$ cat config.mk
export PLATFORM = sky130hd
export DESIGN_NAME = sacld_ram
export DESIGN_NICKNAME = d
export VERILOG_FILES = /design/src/hw/rtl/sacld_ram.sv
export SDC_FILE = /design/constraint.sdc
export NUM_CORES = 1
export LEC_CHECK = 0
export BUFFER_PORTS_ARGS = -buffer_cell sky130_fd_sc_hd__buf_2
export CAP_MARGIN = 20
export CORE_MARGIN = 4
export CORE_UTILIZATION = 40
export CTS_CLUSTER_DIAMETER = 120
export DETAILED_ROUTE_END_ITERATION = 10
export SKIP_LAST_GASP = 1
export SLEW_MARGIN = 20
export SYNTH_ARGS = -nofsm -noshare
export SYNTH_HDL_FRONTEND = slang
export SYNTH_SLANG_ARGS = --single-unit
$ cat constraint.sdc
create_clock -name clk -period 2 [get_ports clk]
set_input_delay 0.3 -clock clk [delete_from_list [all_inputs] [get_ports clk]]
set_output_delay 0.3 -clock clk [all_outputs]
set_load 0.005 [all_outputs]
$ cat src/hw/rtl/sacld_ram.sv
module sacld_ram #(
  parameter int WIDTH = 8,
  parameter int DEPTH = 64
) (
  input  logic                     clk,
  input  logic                     we,
  input  logic [$clog2(DEPTH)-1:0] waddr,
  input  logic [WIDTH-1:0]         wdata,
  input  logic                     re,
  input  logic [$clog2(DEPTH)-1:0] raddr,
  output logic [WIDTH-1:0]         rdata
);

  logic [WIDTH-1:0] mem [DEPTH];

  always_ff @(posedge clk) begin
    if (we) begin
      mem[waddr] <= wdata;
    end
    if (re) begin
      rdata <= mem[raddr];
    end
  end

endmodule

==> results.md, run 1 <==
* Status: complete, but fails checks
* Failing checks: negative setup slack
* Hold EP: rdata[1]
* Crit. End Element: register
* Layout cells sized above 1 at 35.9%
* Sequential share of power at 53.4%
* Util after Layout at 48.2%
* Vias at 9979
* First-pass GRT wire length at 67300 um
* CTS max path bufs at 3
* Overall routed net length at 45100 um
* Total CTS buffers at 52
* Routed len/inst at 24.2 um
* Vert. Die Dim at ~230 um
* Post-synth top cells: edfxtp_1, mux4_2, nor2_1
* Unique masters post-synth at 39
* Tightest Hold Check Type: input pin to register
* Clock share of power at 41.0%
* Syn Area/Cell at ~22 um^2
* Flop-to-flop setup slack at -0.009 ns
* Synth area leader: edfxtp_1
* Top post-synthesis cells by area: edfxtp_1, mux4_2, nor2_1, mux2i_1, mux2_2
* Place WS at -0.530 ns
* Period minus WS final at 2.01 ns
* Launch point of the worst reg-to-reg path: mem[15][1]
* DP Area at between 20000 and 25000 um^2
* Switch share at 20.2%
* Power per cell area at between 900 and 1000 nW/um^2
* Post-route cell area at around 24000 um^2
* Initial antenna violation count at 2
* H-tree levels at 2
* Initial Utilization at 40.4%
* Slew HR at 49.4%
* Vias in the first global route at between 10000 and 15000
* Crit Path Class: register to register
* Hold Startpoint: re
* Power, Total at 22700 uW
* Top_reg_cell synth: edfxtp_1
* Crit-path max FO at 1
* Grt total ovfl at 0
* Crit start category: register
* Largest net degree at the start of global routing at 65
* Area Overhead vs Synth at 19.3%
* Cell internal pwr at between 15000 and 20000 uW
* DRT Pass-1 Iters at 5
* 1st-iter DRT viols at 976
* Max-Cap Viols at 0
* Mapped Cells at 940
* Combinational power share at roughly 5.6%
* Final Max Tran Viols at 0
* Root Driver: clkbuf_16
* Worst path required time at 2.33 ns
* Share of the synthesized area in the top cell type at 77.1%
* Rows at 82
* Psw at between 4000 and 5000 uW
* Clock Pin Slew Worst Setup and Hold Paths at 0.06 ns
* Die W at roughly 230 um
* Routed vias/inst at between 5 and 6
* Die footprint at 54300 um^2
* Reg2reg path depth at 5
* Final WS setup at -0.00873 ns
* Synth Warn # at 0
* I/O pin total at 31
* Hold_ws at about 0.11 ns
* Maximum VDD drop at 0.000573 V
* Global Route Usage Sum at between 15 and 20%
* Port Buffers at 30
* Final setup fails at 2
* Hpwl dp at 29600 um
* Synth Net Count at 963
* Worst-margin pin slew at between 0.7 and 0.8 ns
* Placer Congestion at 0.783
* Post-Syn Area at 20200 um^2
* Final period util at 100%
* # diodes at 0
* Clock Latency Late Sink at 0.57 ns
* Ys async rst share at 0%
* Register bit count reported by yosys at 520
* RSZ-0062 raised after global routing: true
* Antenna-violating nets left at 0
* TritonCTS clock tree: built
* Drc violations at 0
* Core ar. at 50100 um^2
* Worst Hold Depth at 1
* # clock sinks at 520
* Endpoints failing hold at 0
* Leak at about 0.0079 uW
* Most common cell in the netlist: edfxtp_1
* Number of flops mapped to enable cells by yosys at 520
* Sequential area share after synthesis at roughly 77%
* Clock skew at 0.00850 ns
* Maximum clock rate at ~0.50 GHz
* Post-layout net count at 1176
* Worst r2r dst: rdata[1]
* Critical Path AT at 2.34 ns
metal layers:
metal	up-vias	track usage, %	routed length (um)
met5	-	0	27
met4	4	4.99	1100
met3	69	3.49	2840
met2	317	27.5	22200
met1	5234	23.4	18900
li1	4355	-	-
cell type report:
cell class,count,area [um^2]
Tap cell,672,841
Clock inverter,26,249
Fill cell,4140,25900
Timing Repair Buffer,210,1710
Clock buffer,65,1370
Multi-Input combinational cell,369,4370
Sequential cell,520,15600
worst max path at each step:
stage / start / endpoint / slack, ns / cells after the start
floorplan: raddr[0] / rdata[0] / 0.003 / 7
global placement: raddr[0] / rdata[4] / -0.51 / 7
detailed placement: raddr[0] / rdata[4] / -0.53 / 7
CTS: mem[20][6] / rdata[6] / -0.04 / 6
global route: mem[15][1] / rdata[1] / -0.04 / 5
finish: mem[15][1] / rdata[1] / -0.009 / 5
power groups by stage:
stage               clock network [uW]  logic (uW)  registers (uW)
floorplan                            0         650           12300
global placement                     0        1250           12300
detailed placement                   0        1270           12400
CTS                               9510        1290           12100
global route                     10000        1370           12100
finish                            9310        1280           12100
worst max-delay path, cell delays in order (launching register included):
cell and delay, ns:
edfxtp_1 0.36, mux4_2 0.48, mux4_2 0.55, nor2_4 0.16, nor3_2 0.06, o2bb2ai_2 0.14
layout by cell type, fill, tap and decap left out, types with 5 or more instances in the layout:
| cell | instances |
|---|---|
| clkinv_1 | 9 |
| nand2b_1 | 7 |
| clkinv_2 | 10 |
| mux2i_1 | 23 |
| buf_2 | 26 |
| a221oi_1 | 6 |
| o221ai_1 | 8 |
| edfxtp_1 | 520 |
| nand3_1 | 13 |
| bufinv_16 | 5 |
| nor2_1 | 82 |
| clkbuf_16 | 53 |
| nand2_1 | 19 |
| nor2b_1 | 14 |
| mux4_2 | 126 |
| mux2_2 | 12 |
| buf_12 | 15 |
| buf_4 | 168 |
| clkbuf_1 | 12 |
| o22ai_1 | 8 |
kinds of logic (layout without fill, tap and decap cells):
group / count (synthesis) / after routing / synth area share (%)
mux: 162 / 162 / 15.9
flops: 520 / 520 / 77.1
compound gates: 54 / 54 / 2.06
buf+inv: 51 / 301 / 1.56
simple gates: 153 / 153 / 3.37
registers in the layout (all words and copies together) (netlist names):
signal,cells
mem,512
rdata,8
metrics by stage:
step                      std cells  setup TNS [ns]
after floorplan                 940               0
after global placement         1770           -3.35
after detailed placement       1770           -3.59
after CTS                      1861          -0.111
after global routing           1862          -0.126
final                          1862        -0.00971
timing repair:
item / CTS / global route
pin swaps: 1 / 4
setup buffers: 0 / 0
hold buffers: 0 / 0
endpoints found under the hold margin: 0 / 0
endpoints found under the setup margin: 7 / 5
resized for setup: 10 / 3
Power figures use the tool's default switching activity.
==> inputs of run 2 (changes only) <==
Settings changed: CORE_ASPECT_RATIO set to 1.1, CORE_UTILIZATION 40 to 50, PLACE_DENSITY set to 0.68, SETUP_SLACK_MARGIN set to 0.15.
==> run 2 against run 1 <==
Compared with the run above: the run now ends clean; fmax increased by 2.4%; worst hold slack improved by 0.0092 ns; die area decreased by 19%; global-route usage increased by 4.2 points; via count increased by 1.4%; core utilization increased by 11 points; flip-flop and latch count unchanged; combinational power about the same.
==> results.md, run 2 (synthesized netlist as in run 1, its figures left out) <==
* Launch point of the worst reg-to-reg path: mem[3][1]
* Clock share of power at 39.6% (-1.4 points)
* Leak at 0.00776 uW (-1.5%)
* Hpwl dp at 29500 um (-0.17%)
* Largest net degree at the start of global routing at 65 (unchanged)
* Clock skew at 0.0271 ns (+0.0186 ns)
* Final setup fails at 0 (-2)
* Clock Pin Slew Worst Setup and Hold Paths at 0.06 ns (about the same)
* Die footprint at 43800 um^2 (-19%)
* Vias in the first global route at 10500 (+1.1%)
* DRT Pass-1 Iters at 5 (unchanged)
* Critical Path Start: mem[3][1]
* Max reg flops at 512 (unchanged)
* Final period util at 98.1% (-2.4 points)
* Period minus WS final at 1.96 ns (-0.0475 ns)
* Layout cells sized above 1 at 35.6% (-0.31 points)
* Total CTS buffers at 48 (-7.7%)
* CTS max path bufs at 3 (unchanged)
* Status: completed
* Most frequent cells in the layout: edfxtp_1, buf_4, mux4_2, nor2_1, clkbuf_16
* Crit start category: register
* Crit-path max FO at 1 (unchanged)
* H-tree levels at 2 (unchanged)
* Worst path required time at 2.32 ns (about the same)
* TritonCTS clock tree: built
* Die W at 200 um (-14%)
* Combinational power share at 5.8% (+0.2 points)
* Vert. Die Dim at 219 um (-6.0%)
* Max-Cap Viols at 0 (unchanged)
* Overall routed net length at 44700 um (-0.85%)
* Crit Path Class: register to register
* Antenna-violating nets left at 0 (unchanged)
* Post-layout net count at 1161 (-1.3%)
* Worst setup path end: rdata[1]
* Placer Congestion at 0.825 (+5.3%)
* Initial antenna violation count at 3 (+1)
* Core ar. at 40100 um^2 (-20%)
* Crit. End Element: register
* Root Driver: clkbuf_16
* Post-CTS Setup Bufs at 0 (unchanged)
* Drc violations at 0 (unchanged)
* Tightest Hold Check Type: input pin to register
* Power, Total at 22200 uW (-2.4%)
* Initial Utilization at 50.5% (+10 points)
* Maximum clock rate at 0.510 GHz (+2.4%)
* Final Max Tran Viols at 0 (unchanged)
* Port Buffers at 30 (unchanged)
* RSZ-0062 raised after global routing: true
* 1st-iter DRT viols at 1039 (+6.5%)
* Layout filler cell count at 2799 (-32%)
* Routed vias/inst at 5.99 (+12%)
* Power per cell area at 932 nW/um^2 (-0.83%)
* Clock Latency Late Sink at 0.57 ns (about the same)
* Commonest non-fill, non-tap cell in the layout: edfxtp_1
* Routed len/inst at 26.5 um (+9.3%)
* Area Overhead vs Synth at 17.4%
* Grt total ovfl at 0 (unchanged)
* Biggest regs: mem: 512 flops, rdata: 8 flops
* Reg2reg path depth at 5 (unchanged)
* Switch share at 20.4% (+0.21 points)
* First-pass GRT wire length at 68000 um (+1.0%)
* Endpoints failing hold at 0 (unchanged)
* Global Route Usage Sum at 21.1% (+4.2 points)
* Psw at 4520 uW (-1.4%)
* Cell internal pwr at 17600 uW (-2.7%)
* Worst r2r dst: rdata[1]
* Sequential share of power at 54.7% (+1.3 points)
* Maximum VDD drop at 0.000549 V (-4.1%)
* Largest register by flop count: mem
* CTS hold repair buffers at 0 (unchanged)
* Flop-to-flop setup slack at 0.04 ns (+0.05 ns)
* I/O pin total at 31 (unchanged)
* # clock sinks at 520 (unchanged)
* Vias at 10100 (+1.4%)
* Critical Path AT at 2.29 ns (-0.05 ns)
* Worst-margin pin slew at 0.733 ns (-0.0261 ns)
* Rows at 77 (-6.1%)
* Slew HR at 51.1% (+1.7 points)
* Setup TNS at 0 ns (+0.00971 ns)
## run 2: worst min path at each step
stage,from,end,cells after the start
after global placement,re,rdata[1],1
after CTS,re,rdata[1],1
after global routing,re,rdata[1],1
after floorplan,wdata[0],mem[0][0],0
after detailed placement,re,rdata[6],1
final,re,rdata[1],1
## run 2: final cells by class
type / count / area [um^2] / share of cell area, %
Clock inverter: 28 / 233 / 0.979
Timing Repair Buffer: 199 / 1600 / 6.72
Multi-Input combinational cell: 369 / 4410 / 18.6
Clock buffer: 59 / 1260 / 5.32
Sequential cell: 520 / 15600 / 65.7
Tap cell: 513 / 642 / 2.70
Antenna cell: 1 / 2.50 / 0.0105
## run 2: critical path: stages, from the launching register on
cell	delay (ns)
edfxtp_1	0.36
mux4_2	0.50
mux4_2	0.51
nor2_4	0.13
nor3_1	0.08
o2bb2ai_1	0.15
## run 2: repair_timing
item                                    in CTS  in global routing
pin swaps                                    2                  2
gates resized for setup                     16                  6
endpoints found under the setup margin       8                  8
gates cloned                                 0                  0
## run 2: stage by stage
stage	cell area (um^2)	hold WS [ns]	worst slack, ns	util, %	cells
floorplan	20300	0.399	0.0147	-	940
global route	23800	0.113	-0.0216	59.3	1688
global placement	22200	0.699	-0.473	55.3	1601
finish	23800	0.122	0.0388	59.3	1689
CTS	23700	0.107	0.0227	59.2	1688
detailed placement	22200	0.702	-0.500	55.3	1601
## run 2: power groups by stage
stage / Clock (uW) / Combinational (uW) / Sequential (uW)
global route: 9420 / 1360 / 12100
finish: 8770 / 1280 / 12100
detailed placement: 0 / 1250 / 12300
floorplan: 0 / 652 / 12300
global placement: 0 / 1230 / 12300
CTS: 8900 / 1280 / 12100
## run 2: per-layer routing
layer  up-vias  GRT usage, %  share of wire [%]
met2       397          35.0                 51
met4         4          4.87                2.1
met1      5318          30.1                 41
met3        72          3.52                6.7
met5         -             0              0.045
li1       4329             -                  -
